`src/wvm_pkg.sv`:
```
// Shared widths, codes and types for the wavetable voice mixer.
// No dependencies; every other file of the block refers to it.
`default_nettype none
package wvm_pkg;

    localparam int MODE_W      = 2;
    localparam int VOICE_W     = 5;
    localparam int REG_IDX_W   = 4;
    localparam int WORD_W      = 16;
    localparam int MEM_ADDR_W  = 20;
    localparam int BYTE_W      = 8;
    localparam int SAMPLE_W    = 16;
    localparam int MASK_W      = 32;
    localparam int RATE_W      = 17;
    localparam int CFG_IDX_W   = 2;

    localparam int DEF_VOICES           = 32;
    localparam int DEF_SAMPLE_ADDR_BITS = 20;
    localparam int REGS_PER_VOICE       = 16;

    localparam int DIV_W  = 35;
    localparam int DIV_CW = 6;

    localparam int MUL_A_W = 33;
    localparam int MUL_B_W = 18;
    localparam int MUL_P_W = MUL_A_W + MUL_B_W;

    typedef enum logic [MODE_W-1:0] {
        MODE_SMEM_WR = 2'd0,
        MODE_REG_WR  = 2'd1,
        MODE_REG_RD  = 2'd2,
        MODE_MIX     = 2'd3
    } t_mode;

    typedef struct packed {
        t_mode                   mode;
        logic [VOICE_W-1:0]      voice;
        logic [REG_IDX_W-1:0]    reg_index;
        logic [WORD_W-1:0]       reg_value;
        logic [MEM_ADDR_W-1:0]   mem_addr;
        logic [BYTE_W-1:0]       mem_byte;
    } t_item;

    typedef struct packed {
        logic busy;
        logic done;
    } t_div_stat;

endpackage
`default_nettype wire

```
`src/wvm_mul.sv`:
```
// Shared signed multiplier with a registered product.
// Depends on wvm_pkg for operand widths.
`default_nettype none
module wvm_mul (
    input  wire logic                                   i_clk,
    input  wire logic signed [wvm_pkg::MUL_A_W-1:0]     i_a,
    input  wire logic signed [wvm_pkg::MUL_B_W-1:0]     i_b,
    output logic      signed [wvm_pkg::MUL_P_W-1:0]     o_p
);
    always_ff @(posedge i_clk) begin
        o_p <= i_a * i_b;
    end
endmodule
`default_nettype wire

```
`config.mk`:
```
export PLATFORM = sky130hd
export DESIGN_NAME = wvm_mul
export DESIGN_NICKNAME = d
export VERILOG_FILES = /design/src/wvm_pkg.sv /design/src/wvm_mul.sv
export SDC_FILE = /design/constraint.sdc
export NUM_CORES = 2
export LEC_CHECK = 0
export ABC_AREA = 1
export BUFFER_PORTS_ARGS = -buffer_cell sky130_fd_sc_hd__buf_2
export CAP_MARGIN = 20
export CORE_MARGIN = 5
export CORE_UTILIZATION = 50
export CTS_BUF_LIST = sky130_fd_sc_hd__clkbuf_16
export DETAILED_ROUTE_END_ITERATION = 8
export PLACE_DENSITY = 0.69
export SLEW_MARGIN = 20
export SYNTH_ARGS = -nofsm -noshare
export SYNTH_HDL_FRONTEND = slang
export SYNTH_SLANG_ARGS = --single-unit
export TNS_END_PERCENT = 20
```
`constraint.sdc`:
```
create_clock -name i_clk -period 6 [get_ports i_clk]
set_input_delay 0.6 -clock i_clk [delete_from_list [all_inputs] [get_ports i_clk]]
set_output_delay 0.6 -clock i_clk [all_outputs]
set_load 0.1 [all_outputs]
```
==> results.toml <==
[status]
status = "finished clean"

[placed_design]
port-buffer-count = 102
place_area_sq_mm = 0.02574
place.gp.congestion = 0.9382
dp_hpwl_microns = 52220

[synthesis]
ys_top_cells_by_area = "fa_1 49%, inv_1 17%, nand2_1 16%, ha_1 6.6%, dfxtp_1 4.4%"
synthesis.area_sq_mm = 0.02340
ys_ff_latch = 51
ys_types = 27
syn-num-nets = 3895
ys_seq_area_share_pct = 4.363
yosysTopAreaCellShare_pct = 48.67
synth_ff_type = "dfxtp_1"
synth_edf_count = 0
synth.avg_cell_area_sq_um = 7.427
syn-instance-count = 3151
synth-async-reset-ratio_pct = 0
synth_warnings = 0
synth_top_area_cell = "fa_1"

[timing]
maxSlewHeadroom_pct = 65.07
final-setup-viol-count = 0
worstMarginPinSlew_ps = 523.9
fmax_mhz = 176.9
whs_ps = 746.6
fin_crit_sh_pct = 94.22
finalSetupTns_ps = 0
maxSlewViolCount = 0
rsz0062_at_grt = "no"
report.final.hold_viol_count = 0
period_needed_ps = 5653

[global_route]
grt_use_total_pct = 24.94
grt_pass1_vias = 20010
grt_start_max_net_pins = 34
grt_pass1_wl_microns = 101900
grt_overflow = 0
antenna_found_initial = 4

[clock_tree]
cts.path.max_buffers = 2
h-tree-depth = 2
root_buffer = "clkbuf_16"
holdBufCountCts = 0
cts.sinks = 51
cts_buffers = 5
cts_tree = "yes"
clkTransAtPathRegs_ps = 80
postCtsSetupBuffers = 0
cts_resized = 0

[drt]
drt_iter0_drc = 1032
drtPass1Iterations = 5
wire_per_inst_microns = 15.46
routed_wl_microns = 60410
vias = 18650
via_per_inst = 4.773
drc = 0
ant_nets = 0

[critical_path]
start_kind = "input pin"
crit_start = "i_a[25]"
cp-end-kind = "flop"
required_ps = 6200
crit_fanout = 18
arrival_ps = 5850
critPathKind = "input pin to flop"

[floorplanning]
start_util_pct = 50.37
ioPinCount = 103
rows = 79
dieArea_sq_mm = 0.05123
die_height_microns = 226.3
core-area_sq_mm = 0.04646
chipWidth_microns = 226.3

[layout]
stdcell_area_sq_mm = 0.02590
largest_register_ffs = 51
finalNetCount = 4041
regMostFlops = "o_p"
utilization_pct = 55.74
final_cell_mix = "1,037 x inv_1, 973 x nand2_1, 569 x fa_1, 152 x buf_4, 123 x ha_1"
final_layout_size_suffix_gt1_share_pct = 9.642
reg_top3 = "o_p: 51 flops"
layout_commonest_cell = "inv_1"
syn_to_final_growth_pct = 10.66

[run]
max-cap-violations = 0

[min_path]
holdPathStages = 4
min_path_type = "input pin to flop"
min_from = "i_a[0]"
-- area by class of cell --
cell class	instances	area [sq um]
clock inverters	3	23.77
clock buffers	5	125.1
multi-input cells	1924	17970
well taps	607	759.5
diodes	3	7.507
flip-flops and latches	51	1021
fillers	4355	20560
inverters	1039	3900
repair buffers	276	2092
-- kinds of logic (layout without fill, tap and decap cells) --
logic type      Yosys count  in the layout  share of synthesized area [%]
compound gates           34             34                         0.8073
flops                    51             51                          4.363
buf+inv                1176           1323                          18.86
xor+xnor                 27             27                          1.010
simple gates           1171           1171                          19.71
other cells               0              3                              0
fa+ha+maj               692            692                          55.25
-- per-stage QoR --
step / setup slack [ps] / instances
detailed placement: 23.86 / 3897
floorplan: 183.3 / 3151
finish: 347.0 / 3908
CTS: 340.6 / 3905
global route: 28.47 / 3908
global placement: 85.10 / 3897
-- routing by layer --
| metal | GRT usage, % | share of wire [%] | vias up |
|---|---|---|---|
| met2 | 44.52 | 51 | 547 |
| met5 | 0 | 0.025 | - |
| li1 | - | - | 8862 |
| met1 | 32.03 | 40 | 9108 |
| met3 | 2.330 | 5.5 | 133 |
| met4 | 8.461 | 3.7 | 2 |
-- synthesized netlist by cell type, drive strengths merged, types with 3 or more instances --
cell type	n
nor2	107
ha	123
dfxtp	51
nand4	16
a21oi	27
nor3	5
nand3b	3
or2	5
xor2	25
nand2	984
clkbuf	118
buf	19
fa	569
inv	1039
nand3	51
o21bai	3
-- critical path, stage by stage --
cell and delay (ps):
buf_2 380, nand2_1 140, fa_1 510, inv_1 60
fa_1 500, inv_1 60, fa_1 500, inv_1 50
fa_1 500, fa_1 500, inv_1 50, fa_1 520
inv_1 60, ha_1 380, nand2_1 130, nor2_1 170
nand2_1 130, nor3_1 290, nand3b_1 160, nand4_1 110
nand2_1 50
-- path summary, 6_finish.rpt --
check | end | slack (ps)
setup / recovery | o_p[39] | 350
hold / removal | o_p[0] | 750
Power is not shown: default switching activity piles up to over one toggle a cycle in this logic, so the estimate is an artifact.
