===== config.mk =====
export PLATFORM = sky130hd
export DESIGN_NAME = wvm_div
export DESIGN_NICKNAME = d
export VERILOG_FILES = /design/src/wvm_pkg.sv /design/src/wvm_div.sv
export SDC_FILE = /design/constraint.sdc
export NUM_CORES = 1
export LEC_CHECK = 0
export CAP_MARGIN = 20
export CORE_ASPECT_RATIO = 1.25
export CORE_MARGIN = 2
export CORE_UTILIZATION = 45
export CTS_BUF_LIST = sky130_fd_sc_hd__clkbuf_2 sky130_fd_sc_hd__clkbuf_4 sky130_fd_sc_hd__clkbuf_8
export DETAILED_ROUTE_END_ITERATION = 10
export DONT_BUFFER_PORTS = 1
export PLACE_DENSITY_LB_ADDON = 0.3
export SLEW_MARGIN = 20
export SYNTH_ARGS = -nofsm -noshare
export SYNTH_HDL_FRONTEND = slang
export SYNTH_SLANG_ARGS = --single-unit

===== constraint.sdc =====
create_clock -name i_clk -period 3.12 [get_ports i_clk]
set_input_delay 0.156 -clock i_clk [delete_from_list [all_inputs] [get_ports i_clk]]
set_output_delay 0.156 -clock i_clk [all_outputs]
set_load 0.01 [all_outputs]

===== src/wvm_pkg.sv =====
// Shared widths, codes and types for the wavetable voice mixer.
// No dependencies; every other file of the block refers to it.
`default_nettype none
package wvm_pkg;

    localparam int MODE_W      = 2;
    localparam int VOICE_W     = 5;
    localparam int REG_IDX_W   = 4;
    localparam int WORD_W      = 16;
    localparam int MEM_ADDR_W  = 20;
    localparam int BYTE_W      = 8;
    localparam int SAMPLE_W    = 16;
    localparam int MASK_W      = 32;
    localparam int RATE_W      = 17;
    localparam int CFG_IDX_W   = 2;

    localparam int DEF_VOICES           = 32;
    localparam int DEF_SAMPLE_ADDR_BITS = 20;
    localparam int REGS_PER_VOICE       = 16;

    localparam int DIV_W  = 35;
    localparam int DIV_CW = 6;

    localparam int MUL_A_W = 33;
    localparam int MUL_B_W = 18;
    localparam int MUL_P_W = MUL_A_W + MUL_B_W;

    typedef enum logic [MODE_W-1:0] {
        MODE_SMEM_WR = 2'd0,
        MODE_REG_WR  = 2'd1,
        MODE_REG_RD  = 2'd2,
        MODE_MIX     = 2'd3
    } t_mode;

    typedef struct packed {
        t_mode                   mode;
        logic [VOICE_W-1:0]      voice;
        logic [REG_IDX_W-1:0]    reg_index;
        logic [WORD_W-1:0]       reg_value;
        logic [MEM_ADDR_W-1:0]   mem_addr;
        logic [BYTE_W-1:0]       mem_byte;
    } t_item;

    typedef struct packed {
        logic busy;
        logic done;
    } t_div_stat;

endpackage
`default_nettype wire


===== src/wvm_div.sv =====
// Shared restoring divider, one quotient bit per cycle.
// Depends on wvm_pkg for widths and the status struct.
`default_nettype none
module wvm_div (
    input  wire logic                            i_clk,
    input  wire logic                            i_rst_n,
    input  wire logic                            i_start,
    input  wire logic [wvm_pkg::DIV_W-1:0]       i_dividend,
    input  wire logic [wvm_pkg::RATE_W-1:0]      i_divisor,
    output logic      [wvm_pkg::DIV_W-1:0]       o_quotient,
    output wvm_pkg::t_div_stat                   o_stat
);
    logic [wvm_pkg::DIV_W-1:0]  r_quo;
    logic [wvm_pkg::RATE_W-1:0] r_rem;
    logic [wvm_pkg::RATE_W-1:0] r_dvs;
    logic [wvm_pkg::DIV_CW-1:0] r_cnt;
    logic                       r_busy;
    logic                       r_done;
    logic [wvm_pkg::RATE_W:0]   trial;
    logic [wvm_pkg::RATE_W:0]   diff;
    logic                       ge;

    assign trial = {r_rem, r_quo[wvm_pkg::DIV_W-1]};
    assign diff  = trial - {1'b0, r_dvs};
    assign ge    = trial >= {1'b0, r_dvs};

    always_ff @(posedge i_clk) begin
        if (!i_rst_n) begin
            r_busy <= 1'b0;
            r_done <= 1'b0;
            r_cnt  <= '0;
        end else begin
            r_done <= 1'b0;
            if (i_start) begin
                r_busy <= 1'b1;
                r_cnt  <= wvm_pkg::DIV_CW'(wvm_pkg::DIV_W - 1);
            end else if (r_busy) begin
                if (r_cnt == '0) begin
                    r_busy <= 1'b0;
                    r_done <= 1'b1;
                end else begin
                    r_cnt <= r_cnt - 1'b1;
                end
            end
        end
    end

    always_ff @(posedge i_clk) begin
        if (i_start) begin
            r_quo <= i_dividend;
            r_rem <= '0;
            r_dvs <= i_divisor;
        end else if (r_busy) begin
            r_quo <= {r_quo[wvm_pkg::DIV_W-2:0], ge};
            r_rem <= ge ? diff[wvm_pkg::RATE_W-1:0] : trial[wvm_pkg::RATE_W-1:0];
        end
    end

    assign o_quotient  = r_quo;
    assign o_stat.busy = r_busy;
    assign o_stat.done = r_done;
endmodule
`default_nettype wire


==> results.cfg, run 1 <==
[outcome]
status = complete, no violations

[logic_synthesis]
ys.flop_type = edfxtp_1
synth_seq_cells = 77
syn_avg_cell_area_um2 = 11.14
synthArstFlopShare = 0
yosys_warnings = 0
synth_top_area_share = 0.3799
netlist_area_um2 = 4110
yosysTopAreaCell = edfxtp_1
seq_area_frac_synth = 0.5017
synth_nets = 444
synth_common_cells = edfxtp_1, mux2_2, nand2_1
netlist_instances = 369
post-synth-top-count-cell = edfxtp_1
synth.area.top_cells = edfxtp_1, dfxtp_1, mux2_2
ys_types = 56
synth-edff-count = 52

[routing]
vias = 2970
drt_pass1_iterations = 4
wl_mm = 9.036
routedWlPerCell_um = 16.92
initialDrtViolationCount = 180
drtAntennaViolNets = 0
drc = 0
viasPerCell = 5.562

[critical_path]
cp-end-kind = flop
arrival_ns = 3.10
critical_path_class = flop to flop
start_kind = flop
worst-path-buf-inv = 2
worstPathRequired_ns = 3.37
cpMostUsedCell = inv_1
crit_slowest_cell = and4_4
cp_top_family = compound AO/OA/AOI/OAI gates
crit_chain = inv_1, ha_1, inv_1, fa_1, a21o_1, a22o_1, o311ai_2, and4_4, mux2i_1, a211oi_2
critPathMaxFanout = 30
cpPeakStageDelay_ns = 0.50

[global_route]
grt_overflow = 0
grtUsageTotal = 0.1945
grt_pass1_vias = 2947
grt_max_degree = 41
antenna_found_initial = 0
grt_first_pass_wirelength_mm = 14.79

[timing]
tightest_slew_ns = 0.4797
relSlewSlack = 0.6768
finalHoldViolations = 0
rsz0062_at_grt = false
max_freq_mhz = 350.6
slew_viol_final = 0
layout_worst_path_cycle_share = 0.9141
setup_viol = 0
fin_tns_setup_ns = 0
period_needed_ns = 2.852
finClkSkew_ns = 0.007638

[floorplanning]
dieArea_um2 = 9919
rows = 39
num_io_pins = 92
die_w_um = 89.48
die_h_um = 110.9
initial_core_util = 0.4553
core_um2 = 9027

[power]
ir_worst_vdd_mv = 0.3237
cellPowerDensity_nw_per_um2 = 534.7
power_mw = 2.605
power_leakage_nw = 1.897

[cells_and_area]
layout.nets = 481
postLayoutCellArea_um2 = 4872
diodes = 0
final_cell_count_no_fill = 534
nFillCells = 798
area_delta_synth_final_pct = 18.54
multiInputGateArea_um2 = 1838
ff_latch_area_um2 = 2062
drive_above_1_share = 0.1533

[cts]
cts.sinks = 77
cts-root-buf = clkbuf_8
numCtsBuffers = 9
clk_pin_slew_ns = 0.08
post-cts-setup-buffers = 0
clock_latency_ns = 0.36
cts_resized = 0
htree_levels = 3
clock_path_buffers = 2
cts_tree = done

[placement]
placed_area_um2 = 4193
routabilityCongestion = 0.8783
dp.cells = 478
place_hpwl_mm = 6.015
io_buffers = 0

[flow_run]
max_cap_viol_count = 0

[hold_path]
min_path_type = input pin to flop
## worst register-to-register path: stages, from the launching register on
cell and delay (ns):
edfxtp_1 0.46, inv_1 0.09, ha_1 0.15, inv_1 0.05, fa_1 0.41, a21o_1 0.24
a22o_1 0.22, o311ai_2 0.25, and4_4 0.50, mux2i_1 0.28, a211oi_2 0.09
## layout make-up
class | instances | share of cell area
sequential | 77 | 0.4232
multi-input combinational | 246 | 0.3772
timing repair buffer | 45 | 0.09194
tap | 123 | 0.03159
clock inverter | 7 | 0.02979
clock buffer | 9 | 0.02542
inverter | 27 | 0.02080
## layer usage
metal  share of wire  track usage
met1            0.41       0.2414
met2            0.52       0.3205
met3           0.061      0.06106
met4           0.014      0.05672
met5               0            0
## sequential cells by signal, indices dropped and copies added (netlist names)
name        cells
o_quotient     35
r_busy          1
r_dvs          17
r_cnt           6
r_rem          17
r_done          1
## repair_timing
item	4_1_cts	5_1_grt
setup endpoints to repair	0	0
hold buffers	34	6
endpoints found under the hold margin	54	6
## cell families after synthesis
kind of cell,Yosys count,share of synthesized area
fa+ha+maj,20,0.06271
simple gates,91,0.1096
xor+xnor,15,0.03196
compound gates,82,0.1400
flops,77,0.5017
buf+inv,46,0.05114
mux,38,0.1029
## report_power, final
group / internal [mW] / switching [mW]
combinational: 0.161 / 0.168
clock: 0.619 / 0.399
sequential: 1.18 / 0.0744
total: 1.96 / 0.641
## metrics by stage
step	hold slack [ns]	setup WS [ns]	utilization
after detailed placement	0.2303	0.2945	0.4644
after global routing	0.002676	0.04472	0.5397
after CTS	0.0001896	0.2672	0.5331
after floorplan	0.2549	0.5133	-
after global placement	0.2277	0.3558	0.4644
final	0.01886	0.2681	0.5397
## layout by cell type (no fill, tap or decap), drive strengths merged, types with 6 or more instances in the layout
cell type | netlist | final
nand2 | 29 | 29
nor2 | 22 | 22
nand2b | 8 | 8
a21oi | 18 | 18
clkbuf | 8 | 9
nand3 | 10 | 10
xnor2 | 9 | 9
dlygate4sd3 | 0 | 39
inv | 27 | 29
dfxtp | 25 | 25
a32oi | 7 | 7
mux2 | 34 | 34
xor2 | 6 | 6
edfxtp | 52 | 52
o21ai | 17 | 17
buf | 11 | 6
ha | 19 | 19
## path summary, 6_finish.rpt
kind                         end  slack [ns]      startpoint  cells after the start
setup / recovery        r_rem[5]        0.27  o_quotient[34]                     10
hold / removal    o_quotient[17]        0.02  i_dividend[17]                      1
setup reg to reg        r_rem[5]        0.27  o_quotient[34]                     10
hold reg to reg         r_rem[2]        0.48        r_rem[2]                      2
Note: power is estimated with default switching activity, not from simulation.
==> run 2: changes to the inputs <==
--- a/config.mk
+++ b/config.mk
@@ -9,7 +9,6 @@
 export CORE_ASPECT_RATIO = 1.25
 export CORE_MARGIN = 2
 export CORE_UTILIZATION = 45
-export CTS_BUF_LIST = sky130_fd_sc_hd__clkbuf_2 sky130_fd_sc_hd__clkbuf_4 sky130_fd_sc_hd__clkbuf_8
 export DETAILED_ROUTE_END_ITERATION = 10
 export DONT_BUFFER_PORTS = 1
 export PLACE_DENSITY_LB_ADDON = 0.3
==> results.cfg, run 2 (synthesis gave the netlist of run 1 again) <==
[critical_path]
critPathMaxFanout = 30
cp-end-kind = flop
critical_path_class = flop to flop
start_kind = flop
arrival_ns = 3.10
worstPathRequired_ns = 3.35

[power]
internal_power_mw = 2.199
power_switching_mw = 0.6665
p_comb_frac = 0.107
sequentialPowerShare = 0.440
p_sw_frac = 0.2326
power_leakage_nw = 1.855
clkPwrFrac = 0.454
power_mw = 2.865
ir_worst_vdd_mv = 0.3630
cellPowerDensity_nw_per_um2 = 601.6

[cts]
cts_tree = done
cts-root-buf = clkbuf_16
clk_pin_slew_ns = 0.06
htree_levels = 3
numCtsBuffers = 9
post-cts-setup-buffers = 0
clock_latency_ns = 0.34
cts.sinks = 77
clock_path_buffers = 2

[routing]
vias = 2892
wl_mm = 8.786
routedWlPerCell_um = 17.13
initialDrtViolationCount = 151
drc = 0
viasPerCell = 5.637
drt_pass1_iterations = 4
drtAntennaViolNets = 0

[floorplanning]
die_h_um = 110.9
initial_core_util = 0.4553
die_w_um = 89.48
core_um2 = 9027
dieArea_um2 = 9919
num_io_pins = 92
rows = 39

[global_route]
grt_max_degree = 41
antenna_found_initial = 0
grt_overflow = 0
grt_pass1_vias = 2870
grt_first_pass_wirelength_mm = 14.31
grtUsageTotal = 0.1889

[timing]
slew_viol_final = 0
period_needed_ns = 2.870
timing.hold.ws_ns = 0.03212
rsz0062_at_grt = false
tightest_slew_ns = 0.4754
layout_worst_path_cycle_share = 0.9198
setup_viol = 0
finalHoldViolations = 0
max_freq_mhz = 348.5
finClkSkew_ns = 0.004467
relSlewSlack = 0.6797
fin_tns_setup_ns = 0

[flow_run]
max_cap_viol_count = 0

[placement]
routabilityCongestion = 0.8783
place_hpwl_mm = 6.015
io_buffers = 0
dp.cells = 478

[cells_and_area]
nFillCells = 811
drive_above_1_share = 0.1615
final_cell_mix = edfxtp_1, mux2_2, nand2_1, inv_1, dfxtp_1
diodes = 0
mostFrequentLayoutCell = edfxtp_1
layout.nets = 460
area_delta_synth_final_pct = 15.89
final_cell_count_no_fill = 513
largest_register_ffs = 35

[outcome]
status = complete, no violations

[hold_path]
min_path_type = input pin to flop
-- run 2: layer usage --
metal / GRT usage / share of wire / up-vias
met2: 0.3062 / 0.50 / 102
met5: 0 / 0 / -
met4: 0.06866 / 0.019 / 0
met3: 0.05361 / 0.066 / 13
li1: - / - / 1401
met1: 0.2366 / 0.42 / 1376
-- run 2: what timing repair did --
| item | CTS | global route |
|---|---|---|
| hold buffers | 19 | 0 |
| resized for setup | 0 | 0 |
| endpoints found under the hold margin | 39 | 0 |
-- run 2: worst max-delay path, stage by stage (launching register included) --
cell	delay [ns]
edfxtp_1	0.46
inv_1	0.10
ha_1	0.15
inv_1	0.05
fa_1	0.40
a21o_1	0.25
a22o_1	0.23
o311ai_2	0.25
and4_4	0.50
mux2i_1	0.28
a211oi_2	0.09
-- run 2: area by class of cell --
class | instances | area (µm²) | share of cell area
repair buffers | 24 | 237.7 | 0.04991
clock inverters | 7 | 145.1 | 0.03047
well taps | 123 | 153.9 | 0.03231
flip-flops and latches | 77 | 2062 | 0.4329
multi-input cells | 246 | 1838 | 0.3859
clock buffers | 9 | 225.2 | 0.04728
inverters | 27 | 101.3 | 0.02128
-- run 2: per-stage QoR --
step           setup WS, ns    util  cell area (µm²)
3_5_place_dp         0.2945  0.4644             4193
5_1_grt             0.07145  0.5277             4763
3_3_place_gp         0.3558  0.4644             4193
4_1_cts              0.2544  0.5277             4763
2_1_floorplan        0.5133       -             4110
6_report             0.2504  0.5277             4763
-- run 2: power by group through the flow --
stage | sequential [mW] | clock, mW | combinational [mW]
after floorplan | 1.26 | 0 | 0.239
after global placement | 1.28 | 0 | 0.271
after detailed placement | 1.28 | 0 | 0.278
after CTS | 1.26 | 1.32 | 0.306
after global routing | 1.27 | 1.36 | 0.340
final | 1.26 | 1.30 | 0.306
-- run 2: worst paths after layout --
check                   end  slack (ns)           start  cells past startpoint
max reg2reg        r_rem[5]        0.25  o_quotient[34]                     10
min reg2reg        r_rem[8]        0.48        r_rem[8]                      2
max                r_rem[5]        0.25  o_quotient[34]                     10
min          o_quotient[20]        0.03  i_dividend[20]                      1
==> run 3: changes to the inputs <==
--- a/config.mk
+++ b/config.mk
@@ -5,6 +5,7 @@
 export SDC_FILE = /design/constraint.sdc
 export NUM_CORES = 1
 export LEC_CHECK = 0
+export ABC_AREA = 1
 export CAP_MARGIN = 20
 export CORE_ASPECT_RATIO = 1.25
 export CORE_MARGIN = 2
==> results.cfg, run 3 <==
[outcome]
status = complete, no violations

[cts]
clock_path_buffers = 2
cts_tree = done
post-cts-setup-buffers = 0
numCtsBuffers = 9
clk_pin_slew_ns = 0.06
cts_resized = 0
cts-root-buf = clkbuf_16
htree_levels = 3
clock_latency_ns = 0.33
cts.sinks = 77

[cells_and_area]
diodes = 0
ff_latch_area_um2 = 2062
drive_above_1_share = 0.07475
utilization = 0.5262
area_delta_synth_final_pct = 14.31
final_cell_mix = nand2_1, inv_1, edfxtp_1, nand3_1, dlygate4sd3_1
largest_register_ffs = 35
nFillCells = 948
multiInputGateArea_um2 = 1922
postLayoutCellArea_um2 = 5056
mostFrequentLayoutCell = nand2_1
layout.nets = 672

[floorplanning]
num_io_pins = 92
die_h_um = 114.8
initial_core_util = 0.4603
dieArea_um2 = 10640
rows = 40
die_w_um = 92.68
core_um2 = 9609

[timing]
slew_viol_final = 0
finalHoldViolations = 0
tightest_slew_ns = 0.9990
setup_viol = 0
max_freq_mhz = 441.3
period_needed_ns = 2.266
layout_worst_path_cycle_share = 0.7263
timing.hold.ws_ns = 0.008529
finClkSkew_ns = 0.006811
relSlewSlack = 0.3318
rsz0062_at_grt = false
fin_tns_setup_ns = 0

[global_route]
grt_pass1_vias = 3669
grt_first_pass_wirelength_mm = 16.67
antenna_found_initial = 0
grtUsageTotal = 0.1992
grt_max_degree = 40
grt_overflow = 0

[logic_synthesis]
synth.area.top_cells = edfxtp_1, nand2_1, dfxtp_1
netlist_area_um2 = 4423
yosys_warnings = 0
synth_common_cells = nand2_1, inv_1, edfxtp_1
synth-edff-count = 52
synth_nets = 644
synth_top_area_share = 0.3530
netlist_instances = 569
yosysTopAreaCell = edfxtp_1
syn_avg_cell_area_um2 = 7.773
synth_seq_cells = 77
post-synth-top-count-cell = nand2_1
seq_area_frac_synth = 0.4662
ys.flop_type = edfxtp_1
ys_types = 29
synthArstFlopShare = 0

[critical_path]
critical_path_class = flop to flop
critPathMaxFanout = 12
arrival_ns = 2.47
worstPathRequired_ns = 3.33
start_kind = flop
cp-end-kind = flop
crit_chain = inv_1, ha_1, inv_1, fa_1, nand3_1, nand3_2, nand2_2, buf_4, nand3_1, nand3_1, o21ai_0
crit_slowest_cell = fa_1
cpPeakStageDelay_ns = 0.45
cpMostUsedCell = nand3_1

[placement]
routabilityCongestion = 0.8571
io_buffers = 0
placed_area_um2 = 4509
place_hpwl_mm = 6.949

[routing]
wl_met2_mm = 4.895
drtAntennaViolNets = 0
vias = 3595
wl_mm = 9.969
top_layer_used = met4
initialDrtViolationCount = 211
drc = 0
routedWlPerCell_um = 13.69
viasPerCell = 4.938
drt_pass1_iterations = 5
met1Wirelength_mm = 4.118
met3_length_um = 732

[hold_path]
min_path_type = input pin to flop

[power]
p_sw_frac = 0.2666
power_leakage_nw = 2.506
power_mw = 2.492
internal_power_mw = 1.828
cellPowerDensity_nw_per_um2 = 492.9
clkPwrFrac = 0.391
ir_worst_vdd_mv = 0.3028
p_comb_frac = 0.107
power_switching_mw = 0.6644
sequentialPowerShare = 0.502

[flow_run]
max_cap_viol_count = 0
-- run 3: changes by cell type after synthesis, moves of 5 or more --
cell and change:
nand2_1 +207, inv_1 +56, nand3_1 +36, mux2_2 -34, nand3b_1 +9, nand2b_1 -8, a32oi_1 -7, a21oi_1 -5
nand2_2 +5, nor2_2 +5, o21a_1 -5, o21ai_0 -5
-- run 3: worst paths after layout --
kind                       start  cells after the start  slack, ns            end
hold / removal     i_dividend[7]                      2      0.009  o_quotient[7]
setup / recovery  o_quotient[34]                     11       0.85       r_rem[2]
setup reg to reg  o_quotient[34]                     11       0.85       r_rem[2]
hold reg to reg         r_cnt[0]                      2       0.48       r_cnt[0]
-- run 3: logic make-up (layout without fill, tap and decap cells) --
kind of cell               after synthesis  after routing  synth area share
adders and majority gates               20             20           0.05828
AOI/OAI and AO/OA                       27             27           0.03395
xor gates and xnor gates                 7              7           0.01386
and+or+nand+nor                        336            336            0.3284
DFF                                     77             77            0.4662
buffers and inverters                  102            135           0.09929
-- run 3: power by group through the flow --
stage	registers, mW	logic (mW)	clock network [mW]
4_1_cts	1.25	0.267	0.995
2_1_floorplan	1.25	0.192	0
5_1_grt	1.26	0.303	1.03
6_report	1.25	0.266	0.976
3_3_place_gp	1.27	0.229	0
3_5_place_dp	1.27	0.235	0
-- run 3: per-layer routing --
metal | GRT usage | vias up
met3 | 0.05111 | 15
met4 | 0.08235 | 0
met5 | 0 | -
met1 | 0.2271 | 1617
met2 | 0.3557 | 115
li1 | - | 1848
-- run 3: timing repair --
item	in CTS	in global routing
endpoints found under the setup margin	0	0
hold endpoints to repair	44	1
hold buffers	26	1
-- run 3: per-stage QoR --
stage	cells	setup slack, ns
after global placement	685	0.8981
after floorplan	569	1.125
after global routing	728	0.6765
after detailed placement	685	0.8287
final	728	0.8540
after CTS	727	0.8309
-- run 3: area by class of cell --
cell class              count  area share
inverters                  86     0.06385
multi-input cells         390      0.3801
flip-flops and latches     77      0.4078
repair buffers             33     0.06236
well taps                 126     0.03118
clock inverters             6    0.009404
clock buffers              10     0.04529
-- run 3: worst max-delay path: cells and delay by family, from the launching register on --
family	cells	cell delay [ns]
DFF	1	0.44
and+or+nand+nor	5	0.61
buffers and inverters	3	0.41
AOI/OAI and AO/OA	1	0.08
adders and majority gates	2	0.59
